File: src/hdl/ffsa_pkg.sv
`default_nettype none
package ffsa_pkg;

  localparam int REQ_W    = 1;
  localparam int SIZE_W   = 15;
  localparam int OFFSET_W = 14;
  localparam int STATUS_W = 2;
  localparam int MARK_W   = 2;

  // Run length in bytes stays below the largest size plus one segment.
  localparam int RUN_W    = 17;

  typedef enum logic [MARK_W-1:0] {
    MARK_FREE = 2'd0,
    MARK_HEAD = 2'd1,
    MARK_CONT = 2'd2
  } mark_t;

  typedef enum logic [STATUS_W-1:0] {
    ST_OK      = 2'd0,
    ST_NOFIT   = 2'd1,
    ST_INVALID = 2'd2
  } stat_t;

  typedef enum logic [2:0] {
    IDX_HOLD = 3'd0,
    IDX_ZERO = 3'd1,
    IDX_INC  = 3'd2,
    IDX_SEG  = 3'd3,
    IDX_HEAD = 3'd4
  } idx_op_t;

  typedef struct packed {
    logic    ld_req;
    idx_op_t idx_op;
    logic    wr_en;
    mark_t   wr_mark;
    logic    scan_en;
    logic    div_step;
    logic    finish;
    stat_t   fin_status;
    logic    fin_alloc;
  } cmd_t;

  typedef struct packed {
    logic req_free;
    logic size_zero;
    logic run_found;
    logic idx_last;
    logic idx_top;
    logic mark_head;
    logic mark_cont;
    logic seg_oob;
    logic at_head;
    logic at_end;
  } sts_t;

endpackage
`default_nettype wire

File: src/hdl/ffsa_ctrl.sv
`default_nettype none
module ffsa_ctrl (
  input  wire logic          clk,
  input  wire logic          rst_n,
  input  wire logic          start,
  output logic               busy,
  input  wire ffsa_pkg::sts_t sts,
  output ffsa_pkg::cmd_t     cmd
);
  import ffsa_pkg::*;

  typedef enum logic [8:0] {
    S_CLEAR = 9'b000000001,
    S_IDLE  = 9'b000000010,
    S_DISP  = 9'b000000100,
    S_SCAN  = 9'b000001000,
    S_MARK  = 9'b000010000,
    S_DIV   = 9'b000100000,
    S_FLOAD = 9'b001000000,
    S_FHEAD = 9'b010000000,
    S_WALK  = 9'b100000000
  } state_t;

  state_t state_r, state_nxt;

  always_ff @(posedge clk) begin
    if (!rst_n) begin
      state_r <= S_CLEAR;
    end else begin
      state_r <= state_nxt;
    end
  end

  assign busy = (state_r != S_IDLE);

  always_comb begin
    state_nxt = state_r;
    cmd       = '0;
    unique case (state_r)
      S_CLEAR: begin
        cmd.wr_en   = 1'b1;
        cmd.wr_mark = MARK_FREE;
        cmd.idx_op  = IDX_INC;
        if (sts.idx_last) begin
          state_nxt = S_IDLE;
        end
      end
      S_IDLE: begin
        if (start) begin
          cmd.ld_req = 1'b1;
          state_nxt  = S_DISP;
        end
      end
      S_DISP: begin
        if (sts.req_free) begin
          state_nxt = S_DIV;
        end else if (sts.size_zero) begin
          cmd.finish     = 1'b1;
          cmd.fin_status = ST_INVALID;
          state_nxt      = S_IDLE;
        end else begin
          cmd.idx_op = IDX_ZERO;
          state_nxt  = S_SCAN;
        end
      end
      S_SCAN: begin
        cmd.scan_en = 1'b1;
        if (sts.run_found) begin
          cmd.idx_op = IDX_HEAD;
          state_nxt  = S_MARK;
        end else if (sts.idx_last) begin
          cmd.finish     = 1'b1;
          cmd.fin_status = ST_NOFIT;
          state_nxt      = S_IDLE;
        end else begin
          cmd.idx_op = IDX_INC;
        end
      end
      S_MARK: begin
        cmd.wr_en   = 1'b1;
        cmd.wr_mark = sts.at_head ? MARK_HEAD : MARK_CONT;
        if (sts.at_end) begin
          cmd.finish     = 1'b1;
          cmd.fin_status = ST_OK;
          cmd.fin_alloc  = 1'b1;
          state_nxt      = S_IDLE;
        end else begin
          cmd.idx_op = IDX_INC;
        end
      end
      S_DIV: begin
        cmd.div_step = 1'b1;
        state_nxt    = S_FLOAD;
      end
      S_FLOAD: begin
        if (sts.seg_oob) begin
          cmd.finish     = 1'b1;
          cmd.fin_status = ST_INVALID;
          state_nxt      = S_IDLE;
        end else begin
          cmd.idx_op = IDX_SEG;
          state_nxt  = S_FHEAD;
        end
      end
      S_FHEAD: begin
        if (sts.mark_head) begin
          cmd.wr_en   = 1'b1;
          cmd.wr_mark = MARK_FREE;
          cmd.idx_op  = IDX_INC;
          state_nxt   = S_WALK;
        end else begin
          cmd.finish     = 1'b1;
          cmd.fin_status = ST_INVALID;
          state_nxt      = S_IDLE;
        end
      end
      S_WALK: begin
        if (sts.idx_top || !sts.mark_cont) begin
          cmd.finish     = 1'b1;
          cmd.fin_status = ST_OK;
          state_nxt      = S_IDLE;
        end else begin
          cmd.wr_en   = 1'b1;
          cmd.wr_mark = MARK_FREE;
          cmd.idx_op  = IDX_INC;
        end
      end
      default: begin
        state_nxt = S_IDLE;
      end
    endcase
  end

endmodule
`default_nettype wire

File: config.mk
export PLATFORM = sky130hd
export DESIGN_NAME = ffsa_ctrl
export DESIGN_NICKNAME = d
export VERILOG_FILES = /design/src/hdl/ffsa_pkg.sv /design/src/hdl/ffsa_ctrl.sv
export SDC_FILE = /design/constraint.sdc
export NUM_CORES = 1
export LEC_CHECK = 0
export ABC_AREA = 1
export BUFFER_PORTS_ARGS = -buffer_cell sky130_fd_sc_hd__buf_2
export CAP_MARGIN = 0
export CORE_AREA = 2 2 41 43
export CTS_BUF_LIST = sky130_fd_sc_hd__clkbuf_4
export CTS_CLUSTER_DIAMETER = 200
export DETAILED_ROUTE_END_ITERATION = 10
export DIE_AREA = 0 0 43 45
export PLACE_DENSITY = 0.74
export REMOVE_ABC_BUFFERS = 1
export SYNTH_ARGS = -nofsm -noshare
export SYNTH_HDL_FRONTEND = slang
export SYNTH_SLANG_ARGS = --single-unit
File: constraint.sdc
create_clock -name clk -period 1.78 [get_ports clk]
set_clock_uncertainty 0.2 [all_clocks]
set_input_delay 0.178 -clock clk [delete_from_list [all_inputs] [get_ports clk]]
set_output_delay 0.178 -clock clk [all_outputs]
set_load 0.005 [all_outputs]
Word level (Yosys, flattened, before mapping)
Cells that the tools add are included.
Word-level totals
  bits in latches: 0
  bits in writable memories: 0
  memories: 0
  bits in registers: 9
  input bits: 13
  ROM bits: 0
  word-level logic and storage cells: 52
  output and inout bits: 14
Operators by class
  $lt $le $gt $ge: 0
  shift-type cells: 0
  divide/modulo/power cells: 0
  equality and inequality tests: 13
  reductions and logical operators: 3
  muxes and demuxes: 35
  $add $sub $neg: 0
  bitwise operators: 0
  multipliers: 0
Operators with widths (number)
  $pmux W9 S9: 1
  $mux W9: 7
  $mux W3: 8
  $pmux W3 S7: 1
  $pmux W3 S6: 1
  $pmux W3 S4: 1
  $mux W5: 2
  $eq A9 B1 Y1 const B: 1
  $eq A9 B2 Y1 const B: 1
  $eq A9 B3 Y1 const B: 1
  $eq A9 B4 Y1 const B: 1
  $eq A9 B5 Y1 const B: 1
  $eq A9 B6 Y1 const B: 1
  $eq A9 B7 Y1 const B: 1
  $eq A9 B8 Y1 const B: 1
  $eq A9 B9 Y1 const B: 1
  $ne A9 B2 Y1 const B: 1
  $mux W2: 4
  $mux W4: 2
  $mux W8: 1
  $mux W1: 7
  $ne A2 B2 Y1 const B: 3
  $reduce_and A3 Y1: 1
  $logic_not A1 Y1: 1
  $logic_or A1 B1 Y1: 1

Longest topological paths before layout
Gate-level depths: netlist of run 1.
  depth after elaboration: 4
  mapped depth: 10
  gate-level depth less buffers: 10

Least setup slack after synthesis of run 1
Ideal clock, no wire load.
  path kind: register -> output
  start point: register state_r[0]
  end point: output port cmd[10] in the netlist's numbering
  path buffers: 0
  stages on the path, launching flop included: 8
  data arrival time: 1.088 ns
  required time: 1.402 ns
  path slack: 0.314 ns
  path through: dfxtp_1 > nor2_2 > nand2_1 > nor2_1 > nand2_1 > or2_1 > nand3_1 > nand3b_1
RTL lines
  start: declaration: line ffsa_ctrl.sv:24  | state_t state_r, state_nxt;
  start signal: assignment: line ffsa_ctrl.sv:30  | state_r <= state_nxt;
  end: declaration: line ffsa_ctrl.sv:8  | output ffsa_pkg::cmd_t cmd

==> results of run 1 <==
==> worst reg2reg max path, stage by stage, from the launching register on <==
cell and delay, ns:
sky130_fd_sc_hd__dfxtp_1 0.38, sky130_fd_sc_hd__nor2_4 0.11, sky130_fd_sc_hd__nand2_2 0.10, sky130_fd_sc_hd__nor2_4 0.16
sky130_fd_sc_hd__buf_4 0.13, sky130_fd_sc_hd__buf_4 0.10, sky130_fd_sc_hd__o21ai_1 0.06, sky130_fd_sc_hd__nand2_1 0.08
sky130_fd_sc_hd__inv_1 0.04, sky130_fd_sc_hd__nand2_1 0.07, sky130_fd_sc_hd__nand2_2 0.07, sky130_fd_sc_hd__nor2_2 0.11
sky130_fd_sc_hd__nor2_2 0.04
==> path summary, 6_finish.rpt <==
check / end / slack [ns] / cells past startpoint / start
min: state_r[7]$_SDFFE_PN0P_ / 0.03 / 3 / sts[2]
max: cmd[9] / -0.17 / 6 / state_r[4]$_SDFFE_PN0P_
max reg2reg: state_r[1]$_SDFFE_PN0P_ / 0.03 / 12 / state_r[4]$_SDFFE_PN0P_
min reg2reg: state_r[0]$_SDFFE_PN1P_ / 0.33 / 2 / state_r[0]$_SDFFE_PN1P_
==> what timing repair did <==
action | in CTS | in global routing
endpoints found under the setup margin | 6 | 11
resized for setup | 14 | 12
pin swaps | 6 | 7
setup buffers | 4 | 3
hold endpoints to repair | 3 | 0
hold buffers | 3 | 0
==> power groups by stage <==
stage | Combinational [mW] | Sequential, mW | Clock (mW)
3_5_place_dp | 0.106 | 0.217 | 0
3_3_place_gp | 0.104 | 0.217 | 0
4_1_cts | 0.128 | 0.215 | 0.180
5_1_grt | 0.157 | 0.215 | 0.188
6_report | 0.140 | 0.215 | 0.175
2_1_floorplan | 0.0704 | 0.216 | 0
==> metrics by stage <==
step / hold slack (ns) / setup WS (ns) / cells
3_5_place_dp: 0.195 / 0.125 / 162
6_report: 0.0288 / -0.173 / 176
4_1_cts: 0.0246 / -0.154 / 173
2_1_floorplan: 0.0491 / 0.314 / 119
5_1_grt: 0.0430 / -0.229 / 176
3_3_place_gp: 0.189 / 0.146 / 162
==> cells in the mapped netlist <==
| library cell | instances |
|---|---|
| sky130_fd_sc_hd__nand4_1 | 2 |
| sky130_fd_sc_hd__or2_1 | 1 |
| sky130_fd_sc_hd__nor2_4 | 1 |
| sky130_fd_sc_hd__nand3b_1 | 2 |
| sky130_fd_sc_hd__nor2_2 | 4 |
| sky130_fd_sc_hd__o2111ai_1 | 1 |
| sky130_fd_sc_hd__o21ai_0 | 1 |
| sky130_fd_sc_hd__inv_2 | 4 |
| sky130_fd_sc_hd__nand2_2 | 2 |
| sky130_fd_sc_hd__o21ai_1 | 1 |
| sky130_fd_sc_hd__o31ai_1 | 1 |
| sky130_fd_sc_hd__nor3_2 | 3 |
| sky130_fd_sc_hd__nand3_2 | 1 |
| sky130_fd_sc_hd__dfxtp_1 | 9 |
| sky130_fd_sc_hd__nand3_1 | 12 |
| sky130_fd_sc_hd__nor2_1 | 28 |
| sky130_fd_sc_hd__a21oi_1 | 2 |
| sky130_fd_sc_hd__inv_1 | 23 |
| sky130_fd_sc_hd__nand2_1 | 21 |
==> metal layers <==
metal,vias to the layer above,GRT usage,routed length [microns]
li1,447,-,-
met1,380,0.283,885
met2,49,0.397,965
met3,7,0.0160,176
met4,0,0.127,63
met5,-,0,0
==> cell type report <==
type / count / share of cell area
inverter: 27 / 0.0981
clock buffer: 4 / 0.0291
timing repair buffer: 37 / 0.213
multi-input combinational: 83 / 0.456
tap: 16 / 0.0194
sequential: 9 / 0.184
==> cell families after synthesis <==
logic type      share of synthesized area
simple gates                        0.536
compound gates                     0.0530
flops                               0.263
buf+inv                             0.148
==> results.md, run 1 <==
Run status:
- The run finished, with violations left.
- The checks that failed: setup timing.

Detailed routing:
- In this run, the number of DRC markers left after iteration 0 of detailed routing was 48.
- Summing over every cut layer, the via total after detailed routing is about 880.
- The residual DRC count is 0.
- Dividing the detail-routed wire length by the instance count gives between 10 and 15 microns.
- Dividing the detail-routed via count by the number of cells gives between 5 and 6.
- The count of nets left with antenna violations after detail routing is 0.
- The wire length after detailed routing is between 2000 and 2500 microns.
- The first TritonRoute pass finished after 4 iterations.

Timing:
- Setup slack on the critical path of the routed design comes to -0.173 ns.
- The transition at the pin with the smallest max-transition slack is approximately 0.28 ns.
- The final number of hold-violating endpoints is 0.
- The final clock period utilization by the worst path is 1.10.
- The number of max-slew violations in the final report was 0.
- Setup violations remaining at the end of the flow were counted as 6.
- Setup repair after global routing could not meet its margin everywhere.
- Measured against its own limit, the worst slew margin works out to 0.811.
- For the final routed database, the setup TNS stands at -0.531 ns.
- The final period demand of the worst path is between 1.5 and 2 ns.
- Derived from the worst setup path, the maximum achievable clock frequency is about 500 MHz.

Job:
- Max-cap violations in this run came to 0.

Final layout:
- Counting the fill cells in the layout gives 129.
- The flip-flop count of the largest register after layout is 9.
- The fraction of final layout cells with drive strength greater than 1 is 0.450.
- The sequential cell area in the final layout is between 150 and 200 sq um.
- At the end of the flow the core is filled with cells to 0.702.
- The post-synthesis to final-layout area growth is 51.0%.
- The library cells used most frequently in the layout, excluding fill and tap cells, are 26 x sky130_fd_sc_hd__buf_2, 23 x sky130_fd_sc_hd__inv_1, 20 x sky130_fd_sc_hd__nand2_1, 20 x sky130_fd_sc_hd__nor2_1.
- With fillers left out, the area of the finished cells amounts to 0.00103 sq mm.
- At the end of the flow, the number of nets in the layout was roughly 170.
- The most common cell after layout, fill and taps aside is sky130_fd_sc_hd__buf_2.
- The largest registers in the layout are state_r x9.
- The antenna diode count is 0.
- The total area of multi-input combinational cells is ~470 sq um.
- More flip-flops sit in one register than any other, and that register is state_r.

Pwr:
- In this run the static leakage power is 0.578 nW.
- The switching fraction of total power is 0.298.
- The cell internal power dissipation is between 0.3 and 0.4 mW.
- The overall power consumption is 0.530 mW.
- The share of total power dissipated in combinational logic is 0.265.
- The share of total power dissipated in sequential elements is 0.405.
- The relative contribution of the clock network to total power is 0.330.
- Across the VDD grid, the largest voltage drop is approximately 0.42 mV.
- The power per unit of standard cell area is 512 mW/mm^2.
- The switching power of the nets is 0.158 mW.

Setup path:
- The kind of cell with the highest combined delay along the critical path is simple AND/OR/NAND/NOR gates.
- The worst-path cell with the longest stage delay is sky130_fd_sc_hd__dfxtp_1.
- By startpoint and endpoint, the worst setup path is classified as reg -> out.
- In this design, the stage delay of the slowest critical-path cell is between 0.3 and 0.4 ns.
- The endpoint kind of the worst setup timing path is a primary output.
- The data required time of the critical path is approximately 1.4 ns.
- Counting both buffers and inverters, the worst setup path holds a total of 2.
- The most numerous cell on the critical path is sky130_fd_sc_hd__nand2_1.
- Walking the worst path, the cells encountered are nor3_4, nand2_1, or2_1, buf_4, nand2_1, buf_2.
- The worst path arrival time is ~1.6 ns.
- The worst setup path is launched from a flop.
- Along the worst path, the maximum fanout reaches 4.

Global routing:
- The via count of the first global-routing pass was 770.
- For this run, the total global-route usage over all layers was measured as 0.228.
- Entering global routing, the biggest net connects 8 pins.
- The first global-routing pass estimated around 3300 microns of wire.
- The overall overflow remaining after global route is 0.
- The number of antenna violations at the first check in global routing came to 0.

Clocking:
- In this run, CTS created clock tree buffers numbering 3.
- Clock-pin slew was measured on the worst setup and hold paths at roughly 0.050 ns.
- The clock reaches the later pin of the worst-skew pair after about 0.27 ns.
- TritonCTS built the clock tree.
- The tree built by TritonCTS fans out to 9 sinks.
- The master cell of the clock root buffer is sky130_fd_sc_hd__clkbuf_4.
- No sink is reached through more buffers than the 2 on the longest clock path.
- CTS built an H-tree with a depth of 1.

Floorplan:
- Measured along the x axis, the die boundary spans about 43 microns.
- The die outline height is ~45 microns.
- The initial cell density of the core is 0.465.
- During I/O placement, the number of pins put on the boundary was 27.
- The full die area is 0.00194 sq mm.
- Row generation in the floorplan step produced 14 rows.
- The core box area is between 0.001 and 0.0015 sq mm.

Yosys:
- Synthesis handed over a netlist of ~120 instances.
- Averaged over all synthesized cells, the footprint is about 5.8 sq um.
- The count of different cell masters after synthesis is 19.
- The cell taking the most area after synthesis is sky130_fd_sc_hd__dfxtp_1.
- Of the synthesized area, sequential elements account for 0.263.
- The synthesized area is roughly 680 sq um.
- After synthesis, the cell types taking the most area are sky130_fd_sc_hd__dfxtp_1 26%, sky130_fd_sc_hd__nor2_1 15%, sky130_fd_sc_hd__inv_1 13%.
- The number of flip-flops and latches in the synthesized netlist is 9.
- During synthesis, Yosys emitted a total of 0 warnings.
- The area share of the leading cell type in the synthesized netlist is 0.263.

Hold path:
- The path category of the worst min-delay check is in -> reg.

Placed design:
- The detailed placement HPWL is 1460 microns.
- The standard cell area after detailed placement is ~840 sq um.
- Routability-driven placement finished with a final weighted congestion of between 0.8 and 0.9.
- Port buffering added 26 buffers.
No activity file was read; power rests on OpenSTA's default activity.
==> run 2: changes to the inputs <==
--- a/config.mk
+++ b/config.mk
@@ -13,8 +13,10 @@
 export CTS_CLUSTER_DIAMETER = 200
 export DETAILED_ROUTE_END_ITERATION = 10
 export DIE_AREA = 0 0 43 45
+export HOLD_SLACK_MARGIN = 0.1
 export PLACE_DENSITY = 0.74
 export REMOVE_ABC_BUFFERS = 1
+export SKIP_LAST_GASP = 1
 export SYNTH_ARGS = -nofsm -noshare
 export SYNTH_HDL_FRONTEND = slang
 export SYNTH_SLANG_ARGS = --single-unit
==> results.md, run 2 (synthesis gave the netlist of run 1 again) <==
Floorplan:
- The I/O pin count is 27 (unchanged).
- The initial cell density of the core is 0.465 (unchanged).
- The die outline height is 45 microns (unchanged).
- The full die area came to 0.00194 sq mm (unchanged).
- The horizontal extent of the die was 43 microns (unchanged).
- The number of rows created at floorplan is 14 (unchanged).
- The core box area is 0.00147 sq mm (unchanged).

Timing:
- The final number of hold-violating endpoints came to 0 (unchanged).
- RSZ-0062 raised after global routing: yes (unchanged).
- The setup slack after layout came to -0.177 ns (was -0.173 ns).
- The setup-violating endpoint count in the final report is 6 (unchanged).
- The number of max-slew violations in the final report was 0 (unchanged).
- The upper clock frequency limit came to 511 MHz (was 512 MHz).
- The relative max-transition margin was 0.784 (was 0.811).
- The final period demand of the worst path is 1.96 ns (was 1.95 ns).
- The transition at the pin with the smallest max-transition slack came to 0.322 ns (was 0.283 ns).
- The final clock period utilization by the worst path came to 1.10 (about the same).

Detailed routing:
- The wire length after detailed routing came to 2300 microns (was 2090 microns).
- The count of routing violations after the opening detailed-route iteration was 33 (was 48).
- The count of nets left with antenna violations after detail routing is 0 (unchanged).
- The residual DRC count came to 0 (unchanged).
- The average wire per cell in the routed design is 12.6 microns (was 11.9 microns).
- The total number of vias is 923 (was 883).
- The routed via count divided by cell count was 5.07 (was 5.02).
- The number of detailed-route iterations in the first pass was 4 (unchanged).

Final layout:
- The net count reported at finish is 180 (was 174).
- The post-synthesis to final-layout area growth is 64.4% (was 51.0%).
- The register bank with the most flops is state_r (unchanged).
- The final core utilization is 0.764 (was 0.702).
- The design area came to 0.00112 sq mm (was 0.00103 sq mm).
- The fraction of final layout cells with drive strength greater than 1 is 0.500 (was 0.450).
- The most common cell after layout, fill and taps aside is sky130_fd_sc_hd__buf_2 (unchanged).
- Leading cell types in the layout, fill and taps excluded: 26 x sky130_fd_sc_hd__buf_2, 22 x sky130_fd_sc_hd__inv_1, 18 x sky130_fd_sc_hd__nor2_1 (was 26 x sky130_fd_sc_hd__buf_2, 23 x sky130_fd_sc_hd__inv_1, 20 x sky130_fd_sc_hd__nand2_1, 20 x sky130_fd_sc_hd__nor2_1).
- The number of fill cells in the layout is 114 (was 129).
- The flip-flop count of the largest register after layout was 9 (unchanged).
- The sequential cell area in the final layout is 191 sq um (was 190 sq um).
- The total area of multi-input combinational cells was 509 sq um (was 472 sq um).
- Regs by FF count: state_r x9 (unchanged).
- The antenna diode count is 0 (unchanged).

Placed design:
- The detailed placement HPWL is 1460 microns (unchanged).
- The standard cell area after detailed placement is 842 sq um (unchanged).
- The number of I/O port buffers was 26 (unchanged).
- The routability-driven placement congestion ratio was 0.819 (unchanged).

Clocking:
- The number of buffers between clock root and the deepest sink came to 2 (unchanged).
- The TritonCTS buffer count was 3 (unchanged).
- The number of sinks on the clock net is 9 (unchanged).
- The clock transition at the registers of the reported paths is 0.06 ns (was 0.05 ns).
- The H-tree level count was 1 (unchanged).
- The master cell of the clock root buffer was sky130_fd_sc_hd__clkbuf_4 (unchanged).
- The clock latency of the later-clocked register in the worst-skew pair is 0.27 ns (about the same).
- The CTS tree is yes (unchanged).

Global routing:
- The largest net degree at the start of global routing is 8 (unchanged).
- The total track usage is 0.232 (was 0.228).
- The number of antenna violations at the first check in global routing was 0 (unchanged).
- The global-route wire length before repair is 3350 microns (was 3280 microns).
- The via count of the first global-routing pass is 787 (was 770).
- The overall overflow remaining after global route is 0 (unchanged).

Setup path:
- The endpoint kind of the worst setup timing path is a primary output (unchanged).
- The top fanout value on the critical path was 4 (unchanged).
- The data required time of the critical path is 1.40 ns (about the same).
- The start-to-end type of the worst setup path is reg -> out (unchanged).
- The type of element launching the critical path is a flop (unchanged).
- The worst path arrival time came to 1.58 ns (about the same).
- The end of the worst register-to-register path is state_r[1]$_SDFFE_PN0P_ (unchanged).
- The launch instance of the worst register-to-register path was state_r[1]$_SDFFE_PN0P_ (was state_r[4]$_SDFFE_PN0P_).
- The depth of the most critical reg-to-reg path is 12 (unchanged).
- The setup slack of the most critical reg-to-reg path is 0.02 ns (was 0.03 ns).

Run status:
- Outcome: finished, violations left (unchanged).
- Violations in the final reports: setup timing (unchanged).

Hold path:
- The source of the worst hold timing path is start (was sts[2]).
- The end point of the most critical hold path is state_r[2]$_SDFFE_PN0P_ (was state_r[7]$_SDFFE_PN0P_).
- The path category of the worst min-delay check was in -> reg (unchanged).
- The number of cells on the worst hold path is 5 (was 3).

Pwr:
- The power per unit of standard cell area is 484 mW/mm^2 (was 512 mW/mm^2).
- The leakage power was 0.607 nW (was 0.578 nW).
- The cell internal power dissipation is 0.378 mW (was 0.372 mW).
- The part of the total power dissipated in combinational logic came to 0.282 (was 0.265).
- The switching fraction of total power is 0.306 (was 0.298).
- The switching power of the nets is 0.166 mW (was 0.158 mW).
- The sequential group share of total power is 0.394 (was 0.405).
- The overall power consumption is 0.545 mW (was 0.530 mW).
- The relative contribution of the clock network to total power is 0.324 (was 0.330).
- The peak supply drop was 0.458 mV (was 0.415 mV).

Job:
- The number of maximum-capacitance constraint violations is 0 (unchanged).
## run 2: changes by cell type in the layout (fill, tap and decap cells not counted), sizes merged
cell,delta
dlygate4sd3,+3
buf,+3
## run 2: critical path: stages (launching register included)
cell                      delay, ns
sky130_fd_sc_hd__dfxtp_2       0.33
sky130_fd_sc_hd__nor2_4        0.14
sky130_fd_sc_hd__nand2_2       0.09
sky130_fd_sc_hd__nor2_4        0.18
sky130_fd_sc_hd__buf_4         0.14
sky130_fd_sc_hd__buf_4         0.10
sky130_fd_sc_hd__nand4_1       0.12
sky130_fd_sc_hd__nand2_2       0.09
sky130_fd_sc_hd__buf_2         0.10
## run 2: per-stage QoR
step                      hold slack, ns  TNS, ns  setup slack [ns]  instances
after CTS                          0.115   -0.394            -0.154        176
after global placement             0.189        0             0.146        162
final                              0.114   -0.540            -0.177        182
after detailed placement           0.195        0             0.125        162
after global routing               0.161    -1.21            -0.231        182
after floorplan                   0.0491        0             0.314        119
## run 2: cell type report
type                    count  area share
multi-input cells          83       0.453
well taps                  16      0.0178
clock buffers               4      0.0267
repair buffers             43       0.242
flip-flops and latches      9       0.170
inverters                  27      0.0901
## run 2: power groups by stage
stage,Sequential (mW),Clock [mW],Combinational [mW]
final,0.215,0.176,0.154
after global routing,0.215,0.189,0.170
after CTS,0.215,0.180,0.133
after detailed placement,0.217,0,0.106
after global placement,0.217,0,0.104
after floorplan,0.216,0,0.0704
## run 2: repair_timing
item                                    CTS  global route
setup buffers                             4             6
hold endpoints to repair                  8             0
hold buffers                              6             0
cloned                                    0             0
endpoints found under the setup margin    6            11
pin swaps                                 6            10
resized for setup                        13            25
## run 2: how the worst max path moves through the flow
stage	from	to	slack [ns]	depth (start not counted)
global route	state_r[8]$_SDFFE_PN0P_	cmd[3]	-0.23	8
finish	state_r[1]$_SDFFE_PN0P_	cmd[9]	-0.18	8
CTS	state_r[2]$_SDFFE_PN0P_	cmd[10]	-0.15	8
detailed placement	state_r[0]$_SDFFE_PN1P_	cmd[10]	0.13	8
floorplan	state_r[0]$_SDFFE_PN1P_	cmd[10]	0.31	7
global placement	state_r[3]$_SDFFE_PN0P_	cmd[10]	0.15	8
## run 2: metal layers
metal	wire, microns	up-vias	share of wire	global-route usage
met5	0	-	0	0
met4	75	0	0.033	0.127
met3	208	9	0.090	0.0120
met2	1110	49	0.48	0.406
met1	902	403	0.39	0.287
li1	-	462	-	-
